## config.mk

```make
export PLATFORM = sky130hd
export DESIGN_NAME = keyword_and_symbol_tokenizer_flat
export DESIGN_NICKNAME = d
export VERILOG_FILES = /design/src/sv/kst_pkg.sv /design/src/sv/kst_if.sv /design/src/sv/kst_scan.sv /design/src/sv/kst_rsp_fifo.sv /design/src/sv/keyword_and_symbol_tokenizer.sv /design/src/flat_wrapper.sv
export SDC_FILE = /design/constraint.sdc
export NUM_CORES = 1
export LEC_CHECK = 0
export ABC_AREA = 0
export BUFFER_PORTS_ARGS = -buffer_cell sky130_fd_sc_hd__buf_2
export CORE_MARGIN = 5
export CORE_UTILIZATION = 55
export DETAILED_ROUTE_END_ITERATION = 12
export PLACE_DENSITY = 0.75
export SLEW_MARGIN = 5
export SYNTH_ARGS = -nofsm -noshare
export SYNTH_HDL_FRONTEND = slang
export SYNTH_SLANG_ARGS = --single-unit
```

## constraint.sdc

```tcl
create_clock -name clock -period 10.85 [get_ports clock]
set_input_delay 2.17 -clock clock [delete_from_list [all_inputs] [get_ports clock]]
set_output_delay 2.17 -clock clock [all_outputs]
set_load 0.01 [all_outputs]
```

## src/sv/kst_pkg.sv

```systemverilog
`default_nettype none

package kst_pkg;

   // Field widths
   localparam int CHAR_W  = 8;
   localparam int KIND_W  = 5;
   localparam int VALUE_W = 31;
   localparam int LINE_W  = 16;
   localparam int COL_W   = 12;
   localparam int LEN_W   = 12;

   // Sizing
   localparam longint MAX_LINE_LEN  = 4096;
   localparam longint MAX_LINES     = 65535;
   localparam int     KEYWORD_CHARS = 6;
   localparam int     WINDOW_BITS   = 48;
   localparam int     KW_COUNT      = 9;
   localparam int     RSP_DEPTH     = 4;

   localparam logic [COL_W-1:0] COL_LAST =
      COL_W'((MAX_LINE_LEN - 1 < 4095) ? MAX_LINE_LEN - 1 : 4095);
   localparam logic [LINE_W-1:0] LINE_LAST =
      LINE_W'((MAX_LINES < 65535) ? MAX_LINES : 65535);
   localparam logic [LEN_W-1:0]   LEN_MAX = '1;
   localparam logic [VALUE_W-1:0] NUM_MAX = '1;

   // Token kinds (keywords take their table index, 0 to 8)
   localparam logic [KIND_W-1:0] KIND_LPAREN = 5'd9;
   localparam logic [KIND_W-1:0] KIND_RPAREN = 5'd10;
   localparam logic [KIND_W-1:0] KIND_LBRACE = 5'd11;
   localparam logic [KIND_W-1:0] KIND_RBRACE = 5'd12;
   localparam logic [KIND_W-1:0] KIND_COMMA  = 5'd13;
   localparam logic [KIND_W-1:0] KIND_DOT    = 5'd14;
   localparam logic [KIND_W-1:0] KIND_MINUS  = 5'd15;
   localparam logic [KIND_W-1:0] KIND_PLUS   = 5'd16;
   localparam logic [KIND_W-1:0] KIND_SEMI   = 5'd17;
   localparam logic [KIND_W-1:0] KIND_SLASH  = 5'd18;
   localparam logic [KIND_W-1:0] KIND_STAR   = 5'd19;
   localparam logic [KIND_W-1:0] KIND_BANG   = 5'd20;
   localparam logic [KIND_W-1:0] KIND_NE     = 5'd21;
   localparam logic [KIND_W-1:0] KIND_ASSIGN = 5'd22;
   localparam logic [KIND_W-1:0] KIND_EQ     = 5'd23;
   localparam logic [KIND_W-1:0] KIND_GT     = 5'd24;
   localparam logic [KIND_W-1:0] KIND_GE     = 5'd25;
   localparam logic [KIND_W-1:0] KIND_LT     = 5'd26;
   localparam logic [KIND_W-1:0] KIND_LE     = 5'd27;
   localparam logic [KIND_W-1:0] KIND_AND    = 5'd28;
   localparam logic [KIND_W-1:0] KIND_OR     = 5'd29;
   localparam logic [KIND_W-1:0] KIND_IDENT  = 5'd30;
   localparam logic [KIND_W-1:0] KIND_NUMBER = 5'd31;

   // Packed keyword text, last byte in the low bits
   localparam logic [WINDOW_BITS-1:0] KW_TEXT [KW_COUNT] = '{
      48'h0000_656C_7365,   // else
      48'h0066_616C_7365,   // false
      48'h0000_0066_6F72,   // for
      48'h0000_0000_6966,   // if
      48'h7265_7475_726E,   // return
      48'h0000_7472_7565,   // true
      48'h0077_6869_6C65,   // while
      48'h0000_0069_6E74,   // int
      48'h0000_6368_6172    // char
   };
   localparam logic [LEN_W-1:0] KW_LEN [KW_COUNT] = '{
      12'd4, 12'd5, 12'd3, 12'd2, 12'd6, 12'd4, 12'd5, 12'd3, 12'd4
   };

   typedef struct packed {
      logic [KIND_W-1:0]  token_kind;
      logic               status;
      logic [VALUE_W-1:0] number_value;
      logic [LINE_W-1:0]  line_number;
      logic [COL_W-1:0]   start_column;
      logic [LEN_W-1:0]   token_length;
      logic               last_of_run;
   } kst_result_type;

   typedef struct packed {
      logic [1:0]     count;
      kst_result_type first;
      kst_result_type second;
   } kst_push_type;

   function automatic logic [KIND_W-1:0] word_kind(
      input logic [WINDOW_BITS-1:0] window,
      input logic [LEN_W-1:0]       size
   );
      logic [KIND_W-1:0] kind;
      kind = KIND_IDENT;
      if (size <= LEN_W'(KEYWORD_CHARS) && size <= LEN_W'(8)) begin
         for (int k = 0; k < KW_COUNT; k++) begin
            if (KW_LEN[k] == size && KW_TEXT[k] == window) begin
               kind = KIND_W'(k);
            end
         end
      end
      return kind;
   endfunction

endpackage

`default_nettype wire

```

## src/sv/kst_if.sv

```systemverilog
`default_nettype none

interface kst_req_if;
   logic       valid;
   logic       ready;
   logic [7:0] char_code;

   modport source (output valid, output char_code, input ready);
   modport sink (input valid, input char_code, output ready);
endinterface

interface kst_rsp_if;
   logic        valid;
   logic        ready;
   logic [4:0]  token_kind;
   logic        status;
   logic [30:0] number_value;
   logic [15:0] line_number;
   logic [11:0] start_column;
   logic [11:0] token_length;
   logic        last_of_run;

   modport source (
      output valid, output token_kind, output status, output number_value,
      output line_number, output start_column, output token_length,
      output last_of_run, input ready
   );
   modport sink (
      input valid, input token_kind, input status, input number_value,
      input line_number, input start_column, input token_length,
      input last_of_run, output ready
   );
endinterface

`default_nettype wire

```

## src/sv/kst_scan.sv

```systemverilog
`default_nettype none

module kst_scan
   import kst_pkg::*;
(
   input  logic              clock,
   input  logic              reset,
   input  logic              take,
   input  logic [CHAR_W-1:0] char_code,
   output kst_push_type      push
);

   localparam logic [2:0] PEND_NONE = 3'd0;
   localparam logic [2:0] PEND_BANG = 3'd1;
   localparam logic [2:0] PEND_EQ   = 3'd2;
   localparam logic [2:0] PEND_GT   = 3'd3;
   localparam logic [2:0] PEND_LT   = 3'd4;
   localparam logic [2:0] PEND_AMP  = 3'd5;
   localparam logic [2:0] PEND_BAR  = 3'd6;

   typedef struct packed {
      logic [COL_W-1:0]       begin_col;
      logic [LEN_W-1:0]       size;
      logic [WINDOW_BITS-1:0] window;
      logic                   digit_led;
      logic                   digits_closed;
      logic [VALUE_W-1:0]     acc;
      logic                   overflow;
   } kst_word_type;

   function automatic logic [2:0] pend_code(input logic [CHAR_W-1:0] c);
      case (c)
         "!":     return PEND_BANG;
         "=":     return PEND_EQ;
         ">":     return PEND_GT;
         "<":     return PEND_LT;
         "&":     return PEND_AMP;
         "|":     return PEND_BAR;
         default: return PEND_NONE;
      endcase
   endfunction

   function automatic logic [CHAR_W-1:0] pair_second(input logic [2:0] p);
      case (p)
         PEND_AMP: return "&";
         PEND_BAR: return "|";
         default:  return "=";
      endcase
   endfunction

   function automatic logic [CHAR_W-1:0] pend_char(input logic [2:0] p);
      case (p)
         PEND_AMP: return "&";
         default:  return "|";
      endcase
   endfunction

   function automatic logic [KIND_W-1:0] single_of(input logic [2:0] p);
      case (p)
         PEND_EQ: return KIND_ASSIGN;
         PEND_GT: return KIND_GT;
         PEND_LT: return KIND_LT;
         default: return KIND_BANG;
      endcase
   endfunction

   function automatic logic [KIND_W-1:0] pair_of(input logic [2:0] p);
      case (p)
         PEND_EQ:  return KIND_EQ;
         PEND_GT:  return KIND_GE;
         PEND_LT:  return KIND_LE;
         PEND_AMP: return KIND_AND;
         PEND_BAR: return KIND_OR;
         default:  return KIND_NE;
      endcase
   endfunction

   // {hit, kind} for the one-byte symbols that never wait
   function automatic logic [KIND_W:0] single_sym(input logic [CHAR_W-1:0] c);
      case (c)
         "(":     return {1'b1, KIND_LPAREN};
         ")":     return {1'b1, KIND_RPAREN};
         "{":     return {1'b1, KIND_LBRACE};
         "}":     return {1'b1, KIND_RBRACE};
         ",":     return {1'b1, KIND_COMMA};
         ".":     return {1'b1, KIND_DOT};
         "-":     return {1'b1, KIND_MINUS};
         "+":     return {1'b1, KIND_PLUS};
         ";":     return {1'b1, KIND_SEMI};
         "/":     return {1'b1, KIND_SLASH};
         "*":     return {1'b1, KIND_STAR};
         default: return {1'b0, KIND_IDENT};
      endcase
   endfunction

   // Append a lone & or |, never a digit
   function automatic kst_word_type add_mark(
      input kst_word_type      w,
      input logic [CHAR_W-1:0] c,
      input logic [COL_W-1:0]  col
   );
      kst_word_type r;
      r = w;
      if (w.size == '0) begin
         r.begin_col = col;
         r.digit_led = 1'b0;
         r.acc       = '0;
         r.overflow  = 1'b0;
         r.window    = '0;
      end
      r.window        = {r.window[WINDOW_BITS-CHAR_W-1:0], c};
      r.digits_closed = 1'b1;
      if (r.size != LEN_MAX) begin
         r.size = r.size + LEN_W'(1);
      end
      return r;
   endfunction

   function automatic kst_word_type add_byte(
      input kst_word_type      w,
      input logic [CHAR_W-1:0] c,
      input logic [COL_W-1:0]  col
   );
      kst_word_type r;
      logic         dig;
      logic [34:0]  v;
      r   = w;
      dig = (c >= "0") && (c <= "9");
      v   = '0;
      if (w.size == '0) begin
         r.begin_col     = col;
         r.digit_led     = dig;
         r.digits_closed = !dig;
         r.acc           = '0;
         r.overflow      = 1'b0;
         r.window        = '0;
      end
      r.window = {r.window[WINDOW_BITS-CHAR_W-1:0], c};
      if (r.size != LEN_MAX) begin
         r.size = r.size + LEN_W'(1);
      end
      if (!r.digits_closed) begin
         if (dig) begin
            // acc * 10 + digit as two shifted adds
            v = 35'({r.acc, 3'b000}) + 35'({r.acc, 1'b0}) + 35'(c[3:0]);
            if (v > 35'(NUM_MAX)) begin
               r.overflow      = 1'b1;
               r.digits_closed = 1'b1;
            end else begin
               r.acc = v[VALUE_W-1:0];
            end
         end else begin
            r.digits_closed = 1'b1;
         end
      end
      return r;
   endfunction

   function automatic kst_result_type make_result(
      input logic [KIND_W-1:0] kind,
      input logic [COL_W-1:0]  col,
      input logic [LEN_W-1:0]  len,
      input logic [LINE_W-1:0] line
   );
      kst_result_type r;
      r.token_kind   = kind;
      r.status       = 1'b0;
      r.number_value = '0;
      r.line_number  = line;
      r.start_column = col;
      r.token_length = len;
      r.last_of_run  = 1'b0;
      return r;
   endfunction

   function automatic kst_result_type word_result(
      input kst_word_type      w,
      input logic [LINE_W-1:0] line
   );
      kst_result_type r;
      r = make_result(word_kind(w.window, w.size), w.begin_col, w.size, line);
      if (w.digit_led) begin
         r.token_kind   = KIND_NUMBER;
         r.status       = w.overflow;
         r.number_value = w.overflow ? '0 : w.acc;
      end
      return r;
   endfunction

   logic [LINE_W-1:0] line_ff, line_in;
   logic [COL_W-1:0]  column_ff, column_in;
   kst_word_type      word_ff, word_in;
   logic [2:0]        pend_ff, pend_in;
   logic [COL_W-1:0]  pend_col_ff, pend_col_in;
   logic              halted_ff, halted_in;

   logic              match;
   logic              a_fire, w_fire, b_fire, closes, halt_now;
   logic [2:0]        code;
   logic [KIND_W:0]   sym;
   logic              blank;
   kst_word_type      w1, wc;
   kst_result_type    res_a, res_w, res_b;
   kst_result_type    first, second;
   logic [1:0]        n;

   always_comb begin
      match  = (pend_ff != PEND_NONE) && (char_code == pair_second(pend_ff));
      a_fire = !match && (pend_ff != PEND_NONE) && (pend_ff <= PEND_LT);
      w1     = (!match && (pend_ff == PEND_AMP || pend_ff == PEND_BAR))
               ? add_mark(word_ff, pend_char(pend_ff), pend_col_ff) : word_ff;
      code   = pend_code(char_code);
      sym    = single_sym(char_code);
      blank  = (char_code == " ") || (char_code == "\t") || (char_code == "\n");
      closes = match || (code != PEND_NONE && code <= PEND_LT) || blank || sym[KIND_W];
      wc     = match ? word_ff : w1;
      w_fire   = closes && (wc.size != '0);
      halt_now = w_fire && wc.digit_led && wc.overflow;
      b_fire   = (match || sym[KIND_W]) && !halt_now;

      res_a = make_result(single_of(pend_ff), pend_col_ff, LEN_W'(1), line_ff);
      res_w = word_result(wc, line_ff);
      res_b = match ? make_result(pair_of(pend_ff), pend_col_ff, LEN_W'(2), line_ff)
                    : make_result(sym[KIND_W-1:0], column_ff, LEN_W'(1), line_ff);

      // Order is: waiting single symbol, closed word, then pair or new symbol
      first  = res_b;
      second = res_b;
      n      = 2'd0;
      if (a_fire) begin
         first = res_a;
         if (w_fire) begin
            second = res_w;
            n      = 2'd2;
         end else if (b_fire) begin
            n = 2'd2;
         end else begin
            n = 2'd1;
         end
      end else if (w_fire) begin
         first = res_w;
         n     = b_fire ? 2'd2 : 2'd1;
      end else if (b_fire) begin
         n = 2'd1;
      end
      if (!take || halted_ff) begin
         n = 2'd0;
      end
      first.last_of_run  = (n == 2'd1);
      second.last_of_run = (n == 2'd2);
      push.count  = n;
      push.first  = first;
      push.second = second;

      // Next state
      line_in     = line_ff;
      column_in   = column_ff;
      word_in     = word_ff;
      pend_in     = pend_ff;
      pend_col_in = pend_col_ff;
      halted_in   = halted_ff;
      if (take && !halted_ff) begin
         if (closes) begin
            word_in      = wc;
            word_in.size = '0;
         end else if (code != PEND_NONE) begin
            word_in = w1;
         end else begin
            word_in = add_byte(w1, char_code, column_ff);
         end
         pend_in     = match ? PEND_NONE : code;
         pend_col_in = column_ff;
         halted_in   = halt_now;
         if (char_code == "\n") begin
            if (line_ff != LINE_LAST) begin
               line_in = line_ff + LINE_W'(1);
            end
            column_in = '0;
         end else if (column_ff != COL_LAST) begin
            column_in = column_ff + COL_W'(1);
         end
      end
   end

   always_ff @(posedge clock) begin
      if (reset) begin
         line_ff     <= LINE_W'(1);
         column_ff   <= '0;
         word_ff     <= '0;
         pend_ff     <= PEND_NONE;
         pend_col_ff <= '0;
         halted_ff   <= 1'b0;
      end else begin
         line_ff     <= line_in;
         column_ff   <= column_in;
         word_ff     <= word_in;
         pend_ff     <= pend_in;
         pend_col_ff <= pend_col_in;
         halted_ff   <= halted_in;
      end
   end

`ifndef ASSERT_OFF
   a_halt_holds: assert property (@(posedge clock) disable iff (reset)
      halted_ff |=> halted_ff)
      else $error("halt released without reset");
   a_halt_silent: assert property (@(posedge clock) disable iff (reset)
      halted_ff |-> push.count == 2'd0)
      else $error("result produced while halted");
   a_push_limit: assert property (@(posedge clock) disable iff (reset)
      push.count != 2'd3)
      else $error("more than two results for one byte");
`endif

endmodule

`default_nettype wire

```

## src/sv/kst_rsp_fifo.sv

```systemverilog
`default_nettype none

module kst_rsp_fifo
   import kst_pkg::*;
(
   input  logic         clock,
   input  logic         reset,
   input  kst_push_type push,
   output logic         room,
   kst_rsp_if.source    rsp
);

   // RSP_DEPTH is a power of two so the pointers wrap by themselves
   localparam int PTR_W   = $clog2(RSP_DEPTH);
   localparam int COUNT_W = $clog2(RSP_DEPTH + 1);

   kst_result_type     slot_ff [RSP_DEPTH];
   logic [PTR_W-1:0]   wr_ptr_ff, wr_ptr_in;
   logic [PTR_W-1:0]   rd_ptr_ff, rd_ptr_in;
   logic [COUNT_W-1:0] count_ff, count_in;
   logic               pop;
   kst_result_type     head;

   assign head = slot_ff[rd_ptr_ff];
   assign pop  = rsp.valid && rsp.ready;
   assign room = count_ff <= COUNT_W'(RSP_DEPTH - 2);

   assign rsp.valid        = count_ff != '0;
   assign rsp.token_kind   = head.token_kind;
   assign rsp.status       = head.status;
   assign rsp.number_value = head.number_value;
   assign rsp.line_number  = head.line_number;
   assign rsp.start_column = head.start_column;
   assign rsp.token_length = head.token_length;
   assign rsp.last_of_run  = head.last_of_run;

   always_comb begin
      wr_ptr_in = wr_ptr_ff + PTR_W'(push.count);
      rd_ptr_in = rd_ptr_ff + PTR_W'(pop);
      count_in  = count_ff + COUNT_W'(push.count) - COUNT_W'(pop);
   end

   always_ff @(posedge clock) begin
      if (push.count != 2'd0) begin
         slot_ff[wr_ptr_ff] <= push.first;
      end
      if (push.count == 2'd2) begin
         slot_ff[wr_ptr_ff + PTR_W'(1)] <= push.second;
      end
   end

   always_ff @(posedge clock) begin
      if (reset) begin
         wr_ptr_ff <= '0;
         rd_ptr_ff <= '0;
         count_ff  <= '0;
      end else begin
         wr_ptr_ff <= wr_ptr_in;
         rd_ptr_ff <= rd_ptr_in;
         count_ff  <= count_in;
      end
   end

`ifndef ASSERT_OFF
   a_count_bound: assert property (@(posedge clock) disable iff (reset)
      count_ff <= COUNT_W'(RSP_DEPTH))
      else $error("result queue overrun");
   a_push_room: assert property (@(posedge clock) disable iff (reset)
      push.count != 2'd0 |-> room)
      else $error("results pushed without room for two");
`endif

endmodule

`default_nettype wire

```

## src/sv/keyword_and_symbol_tokenizer.sv

```systemverilog
`default_nettype none
// Flow: a transferred byte waits in the input register until the result queue
//   has room for two results; its results are then registered into the queue and offered on rsp.
// Throughput: one byte per cycle while the result queue has room for two results;
//   the queue gives out one result per transfer, so bytes with two results slow the input.
// Reset (synchronous): line 1, column 0, no open word, nothing waiting, not
//   halted, result queue empty; no clearing pass.

module keyword_and_symbol_tokenizer
   import kst_pkg::*;
(
   input  logic      clock,
   input  logic      reset,
   kst_req_if.sink   req,
   kst_rsp_if.source rsp
);

   // Input register: holds one byte until the scanner can take it
   logic              in_valid_ff, in_valid_in;
   logic [CHAR_W-1:0] in_char_ff;
   logic              room;
   logic              take;
   kst_push_type      push;

   // Advance only with room for two results, the most one byte can make
   assign take      = in_valid_ff && room;
   assign req.ready = !in_valid_ff || take;

   always_comb begin
      in_valid_in = in_valid_ff;
      if (req.ready) begin
         in_valid_in = req.valid;
      end
   end

   always_ff @(posedge clock) begin
      if (reset) begin
         in_valid_ff <= 1'b0;
      end else begin
         in_valid_ff <= in_valid_in;
      end
   end

   // Byte register carries payload only: load on each transfer
   always_ff @(posedge clock) begin
      if (req.valid && req.ready) begin
         in_char_ff <= req.char_code;
      end
   end

   // Scanner: line/column counters, open word, waiting symbol, halt flag
   kst_scan u_scan (
      .clock     (clock),
      .reset     (reset),
      .take      (take),
      .char_code (in_char_ff),
      .push      (push)
   );

   // Result queue: takes up to two results per cycle, gives one per transfer
   kst_rsp_fifo u_rsp_fifo (
      .clock (clock),
      .reset (reset),
      .push  (push),
      .room  (room),
      .rsp   (rsp)
   );

endmodule

`default_nettype wire

```

## src/flat_wrapper.sv

```systemverilog
// flat-port wrapper written by rule: the top's interface ports become plain ports
module keyword_and_symbol_tokenizer_flat import kst_pkg::*;
  (clock, reset, req_valid, req_char_code, req_ready, rsp_valid, rsp_token_kind, rsp_status, rsp_number_value, rsp_line_number, rsp_start_column, rsp_token_length, rsp_last_of_run, rsp_ready);
  kst_req_if req_i ();
  kst_rsp_if rsp_i ();
  input  logic clock;
  input  logic reset;
  input wire logic [$bits(req_i.valid)-1:0] req_valid;
  input wire logic [$bits(req_i.char_code)-1:0] req_char_code;
  output wire logic [$bits(req_i.ready)-1:0] req_ready;
  output wire logic [$bits(rsp_i.valid)-1:0] rsp_valid;
  output wire logic [$bits(rsp_i.token_kind)-1:0] rsp_token_kind;
  output wire logic [$bits(rsp_i.status)-1:0] rsp_status;
  output wire logic [$bits(rsp_i.number_value)-1:0] rsp_number_value;
  output wire logic [$bits(rsp_i.line_number)-1:0] rsp_line_number;
  output wire logic [$bits(rsp_i.start_column)-1:0] rsp_start_column;
  output wire logic [$bits(rsp_i.token_length)-1:0] rsp_token_length;
  output wire logic [$bits(rsp_i.last_of_run)-1:0] rsp_last_of_run;
  input wire logic [$bits(rsp_i.ready)-1:0] rsp_ready;
  assign req_i.valid = req_valid;
  assign req_i.char_code = req_char_code;
  assign req_ready = req_i.ready;
  assign rsp_valid = rsp_i.valid;
  assign rsp_token_kind = rsp_i.token_kind;
  assign rsp_status = rsp_i.status;
  assign rsp_number_value = rsp_i.number_value;
  assign rsp_line_number = rsp_i.line_number;
  assign rsp_start_column = rsp_i.start_column;
  assign rsp_token_length = rsp_i.token_length;
  assign rsp_last_of_run = rsp_i.last_of_run;
  assign rsp_i.ready = rsp_ready;
  keyword_and_symbol_tokenizer u_core (.clock(clock), .reset(reset), .req(req_i), .rsp(rsp_i));
endmodule
```

# ---- Word level (Yosys, flattened, before mapping)
# Memory sizes are Yosys's and may differ from the RTL's. A register that Yosys moved wholly into a read port is not among the register bits.
# Index checks and enable logic that the tools add are counted.
dict set report op_classes {
  order_cmp 8
  bitwise 0
  n_eq_ne 47
  n_div 0
  multipliers 0
  shift 0
  reduce_logical 50
  mux 56
  n_addsub 11
}
# cell n
set op_table {}
lappend op_table {{two-way mux 106 bit} 4}
lappend op_table {{two-way mux 78 bit} 4}
lappend op_table {{two-way mux 74 bit} 4}
lappend op_table {{== test 31 x 48 -> 1 bit (first input constant)} 3}
lappend op_table {{== test 8 x 6 -> 1 bit (second input constant)} 15}
lappend op_table {{== test 23 x 48 -> 1 bit (first input constant)} 2}
lappend op_table {{== test 39 x 48 -> 1 bit (first input constant)} 2}
lappend op_table {{two-way mux 12 bit} 6}
lappend op_table {{case mux 6 bit (11 select lines)} 1}
lappend op_table {{two-way mux 32 bit} 2}
lappend op_table {{two-way mux 31 bit} 2}
lappend op_table {{two-way mux 5 bit} 10}
lappend op_table {{== test 15 x 48 -> 1 bit (first input constant)} 1}
lappend op_table {{== test 47 x 48 -> 1 bit (first input constant)} 1}
lappend op_table {{two-way mux 41 bit} 1}
lappend op_table {{two-way mux 37 bit} 1}
lappend op_table {{adder 12 x 1 -> 12 bit (second input constant)} 3}
lappend op_table {{== test 3 x 12 -> 1 bit (first input constant)} 3}
lappend op_table {{inequality test 12 bit (second input constant)} 3}
lappend op_table {{adder 34 x 32 -> 35 bit} 1}
lappend op_table {{adder 35 x 4 -> 35 bit} 1}
lappend op_table {{greater-than comparator 35 x 31 -> 1 bit (second input constant)} 1}
lappend op_table {{two-way mux 33 bit} 1}
lappend op_table {{== test 2 x 12 -> 1 bit (first input constant)} 2}
lappend op_table {{38 further kinds} 98}
dict set report word_totals {
  mem_bits_rw 312
  inputBits 12
  mem_count 1
  out_inout_bits 80
  wordCells 190
  latchBits 0
  register_bits 166
  rom_bits 0
}
# name depth width rd rd_clocked_by_memory_dff write_ports line_no
set memory_table {}
lappend memory_table {u_core.u_rsp_fifo.slot_ff 4 78 1 1 2 kst_rsp_fifo.sv:17} ;# kst_result_type slot_ff [RSP_DEPTH];

# ---- Depth between registers and ports, before layout
dict set report logic_depth {
  depth_word 23
  ltp_mapped 37
  ltp_nobuf 29
}

# ---- By module
# From an unflattened synthesis, not the netlist that was laid out.
dict set report hier_totals {
  cells_unflattened 2739
  area_unflattened_um2 28892.7
}
# mod n_inst cells_each area_per_inst_um2 seq_area_each_um2
set modules_own_cells {}
lappend modules_own_cells {kst_rsp_fifo 1 805 15456.1 9509.1}
lappend modules_own_cells {kst_scan 1 1920 13133.8 3002.9}
lappend modules_own_cells {keyword_and_symbol_tokenizer 1 14 302.8 260.2}

# ---- Least setup slack after synthesis
# Ideal clock, no wire load.
dict set report synth_path {
  path_kind {reg-to-reg}
  startpoint {register u_core.u_scan.word_ff[82] in the netlist's numbering}
  endpoint {memory u_core.u_rsp_fifo.slot_ff[1][0] in the netlist's numbering, enable pin}
  setup_slack_ns 0.362
  stages_incl_launch_ff 22
  setup_ns 0.631
  required_time_ns 10.219
  period_less_slack_ns 10.488
  arrival_time_ns 9.858
  path_buffers 4
  cell_sequence {dfxtp_1 > ha_1 > nand3_1 > or4_1 > nand2_1 > clkbuf_1 > o31ai_1 > o211a_1 > and3_1 > clkbuf_1 > a21oi_1 > buf_2 > clkbuf_1 > nand3_1 > nand2_1 > inv_1 > ha_1 > nand2_1 > a21oi_1 > inv_1 > and2_1 > a211oi_1}
}
# element line_no
set synth_rtl {}
lappend synth_rtl {{start: declaration} kst_scan.sv:192} ;# kst_word_type word_ff, word_in;
lappend synth_rtl {{start signal: assignment} kst_scan.sv:296} ;# word_ff <= word_in;
lappend synth_rtl {{end: declaration} kst_rsp_fifo.sv:17}

# ---- Final worst setup path
dict set report layout_path {
  startpoint {register u_core.u_scan.pend_ff[2]}
  endpoint {register u_core.u_scan.word_ff[29] in the netlist's numbering}
}
dict set report layout_between {
  elab_chain_cells 20
  word_cells_on_any_way 27
  cone_classes {add/sub (2); order compare (1); eq/ne (3); mux (12); reduce/logical (9)}
}
# element line_no
set layout_lines {}
lappend layout_lines {{start: declaration} kst_scan.sv:193} ;# logic [2:0] pend_ff, pend_in;
lappend layout_lines {{start signal: assignment} kst_scan.sv:297} ;# pend_ff <= pend_in;
lappend layout_lines {{== test 3 bit} {kst_scan.sv:44, kst_scan.sv:210}}
lappend layout_lines {{case mux 7 bit (2 select lines)} kst_scan.sv:44} ;# case (p)
lappend layout_lines {{== test 8 bit} kst_scan.sv:208} ;# match = (pend_ff != PEND_NONE) && (char_code == pair_second(pend_ff));
lappend layout_lines {{logical AND 1 bit} kst_scan.sv:208}
lappend layout_lines {{zero test 1 bit} kst_scan.sv:210} ;# w1 = (!match && (pend_ff == PEND_AMP || pend_ff == PEND_BAR))
lappend layout_lines {{logical AND 1 bit} kst_scan.sv:210}
lappend layout_lines {{two-way mux 106 bit} kst_scan.sv:211} ;# ? add_mark(word_ff, pend_char(pend_ff), pend_col_ff) : word_ff;
lappend layout_lines {{zero test 12 bit} kst_scan.sv:130} ;# if (w.size == '0) begin
lappend layout_lines {{[4 not listed]} n/a}
lappend layout_lines {{adder 34 x 32 -> 35 bit} kst_scan.sv:145} ;# v = 35'({r.acc, 3'b000}) + 35'({r.acc, 1'b0}) + 35'(c[3:0]);
lappend layout_lines {{adder 35 x 4 -> 35 bit} kst_scan.sv:145}
lappend layout_lines {{greater-than comparator 35 x 31 -> 1 bit} kst_scan.sv:146} ;# if (v > 35'(NUM_MAX)) begin
lappend layout_lines {{two-way mux 31 bit} kst_scan.sv:146}
lappend layout_lines {{two-way mux 32 bit} kst_scan.sv:143} ;# if (dig) begin
lappend layout_lines {{two-way mux 33 bit} kst_scan.sv:142} ;# if (!r.digits_closed) begin
lappend layout_lines {{two-way mux 106 bit} kst_scan.sv:266} ;# end else if (code != PEND_NONE) begin
lappend layout_lines {{two-way mux 106 bit (*)} kst_scan.sv:263} ;# if (closes) begin
# Every way passes the cells marked *; elsewhere a longest branch is shown, timed or not. The select of a mux whose other input is x is not followed.
# A chain may end at the register's enable or synchronous reset.

==> reports/results.ini <==
[power_and_ir_drop]
p_int_mw=3.31
power_switching_mw=1.30
vdd_ir_drop_max_v=0.000137
seqPwrFrac_pct=45.2
power_mw=4.61
pwr-share-clk_pct=37.5
power_density_nw_per_um2=158
leakagePower_nw=10.6
p_sw_share_pct=28.1
combPwrFrac_pct=17.3

[clock_tree]
clk_path_buf_depth=3
post-cts-setup-buffers=0
cts-root-buf=clkbuf_16
htreeDepth=2
hold_buffers=0
clk_latency_ns=0.60
numClockSinks=478
ctsResizeCount=0
clk_pin_slew_ns=0.06
cts_buffers=52
cts_tree=yes

[global_route]
overflow=0
grt_pass1_vias=20600
antenna_found_initial=1
track_usage_pct=27.5
grt_start_max_net_pins=104
grt_pass1_wl_mm=118

[synth]
synth-seq-area-share_pct=47.9
synth_nets=2651
yosys_warnings=0
syn_inst=2562
synth-edff-count=320
netlist_area_um2=26700
async_reset_ff_share_pct=0
synth_seq_cells=478
synth_ff_type=edfxtp_1
syn_area_per_cell_um2=10.4
synthDistinctLibCells=96

[layout]
fillers=3865
layout_common_cells=edfxtp_1 (320), nand2_1 (265), nor2_1 (187), and2_1 (176), dfxtp_1 (156)
final_layout_size_suffix_gt1_share_pct=13.8
post-route-util_pct=61.0
num_antenna_cells=0
syn_to_final_growth_pct=9.43
final_common_cell=edfxtp_1
finalNonFillerCells=3211
final_nets=2643

[floorplan]
die_area_um2=53000
core_um2=47800
fp.dieH_um=230
die_w_um=230
floorplan.rows=80
pin_count=92
initial_core_util_pct=55.8

[timing]
slew_headroom_pct=16.9
timing.setup.tns_ns=0
min_period_ns=8.36
hold_viol_final=0
fin_crit_sh_pct=77.0
skew_ns=0.0222
grt_setup_unrepaired=no
hold_ws_ns=0.453
tightest_slew_ns=1.25
setup_violations=0
slew_viol_final=0
max_freq_mhz=120

[worst_hold_path]
hp-class=flop to flop
hold_start=u_core.u_scan.word_ff[94]
min_path_cells=2

[detailed_routing]
drc=0
vias=21100
ant_nets=0
first_pass_iters=7
wl_mm=74.0
wl_per_cell_um=23.0
vias_per_cell=6.58
drtIter0Drc=2205

[critical_path]
worstReg2RegStart=u_core.u_scan.pend_ff[2]
arrival_ns=8.85
reg2reg_depth=29
worstPathMaxFanout=21
worst_path_most_repeated_cell=ha_1
critPathBufInv=4
critPathSlowestCell=dfxtp_1
critPathLaunch=u_core.u_scan.pend_ff[2]
path_class=flop to flop
critPathRequiredTime_ns=11.34
critPathTopFamily=simple AND/OR/NAND/NOR gates
endpoint_kind=flop
crit_cells=29
critical-path-max-stage-delay_ns=0.77
cp-start-kind=flop

[run_status]
status=complete, no violations

[job]
maxCapViolations=0

[place]
place_congestion=0.950
place_inst=3115
portBuffers=91
dp_hpwl_mm=49.4

worst paths after layout:
check	end	slack, ns
setup / recovery	u_core.u_scan.word_ff[29]	2.49
hold / removal	u_core.u_scan.word_ff[94]	0.45
setup reg to reg	u_core.u_scan.word_ff[29]	2.49
hold reg to reg	u_core.u_scan.word_ff[94]	0.45
layer usage:
layer	global-route usage, %	part of all wire (%)
met5	0	0
met1	39.1	43
met4	9.23	2.9
met2	43.8	46
met3	4.06	8.0
layout make-up:
type	count	area, um^2	area share (%)
well taps	615	769	2.64
flip-flops and latches	478	12800	43.8
clock buffers	67	1390	4.75
clock inverters	29	277	0.947
multi-input cells	1854	13100	44.8
repair buffers	132	766	2.62
inverters	36	135	0.463
metrics by stage:
stage | cell area (um^2) | setup slack, ns
after floorplan | 26700 | 0.362
after global placement | 27500 | 2.78
after detailed placement | 27500 | 2.60
final | 29200 | 2.49
after global routing | 29200 | 1.93
after CTS | 29200 | 2.58
power by group through the flow:
stage,clock network (mW),registers [mW],logic (mW)
global placement,0,2.12,0.789
global route,1.84,2.10,0.860
detailed placement,0,2.12,0.798
finish,1.73,2.08,0.799
floorplan,0,2.03,0.607
CTS,1.75,2.09,0.803
flip-flops by register name (all words and copies together), names as in the netlist:
signal / cells
u_core.u_scan.halted_ff: 1
u_core.u_rsp_fifo.count_ff: 3
u_core.u_scan.pend_col_ff: 12
u_core.u_scan.pend_ff: 3
u_core.u_scan.word_ff: 106
u_core.u_scan.line_ff: 16
u_core.u_scan.column_ff: 12
u_core.u_rsp_fifo.slot_ff: 312
u_core.u_rsp_fifo.wr_ptr_ff: 2
u_core.in_valid_ff: 1
u_core.in_char_ff: 8
u_core.u_rsp_fifo.rd_ptr_ff: 2
tightest hold or removal path: stages (launching register included):
cell     delay [ns]
dfxtp_1        0.31
nand2_1        0.05
a21oi_1        0.05
cell usage after synthesis, drive strengths merged, types with 14 or more instances:
library cell / number / area, um^2
edfxtp: 320 / 9610
nand2: 265 / 995
nor2: 190 / 716
and2: 176 / 1100
dfxtp: 158 / 3160
a21oi: 156 / 781
clkbuf: 155 / 582
o21ai: 123 / 616
mux4: 78 / 1760
ha: 75 / 938
nand3: 73 / 365
nand2b: 61 / 382
mux2i: 59 / 591
o211ai: 50 / 419
nor3: 48 / 250
nand4: 40 / 250
buf: 39 / 219
a222oi: 36 / 360
xor2: 36 / 315
inv: 35 / 131
xnor2: 32 / 280
nor4: 26 / 190
and3: 25 / 156
or3: 20 / 125
a31oi: 16 / 100
a211oi: 15 / 113
o22ai: 15 / 93.8
o31ai: 15 / 113
or2: 14 / 87.6
cell families (layout without fill, tap and decap cells):
group                      count (synthesis)  after routing  share of synthesized area (%)
AOI/OAI and AO/OA                        560            560                           14.2
xor gates and xnor gates                  68             68                           2.23
adders and majority gates                 77             77                           3.67
buffers and inverters                    230            264                           3.51
DFF                                      478            478                           47.9
muxes                                    146            146                           9.18
and+or+nand+nor                         1003           1003                           19.3
(Power assumes the default switching activity.)
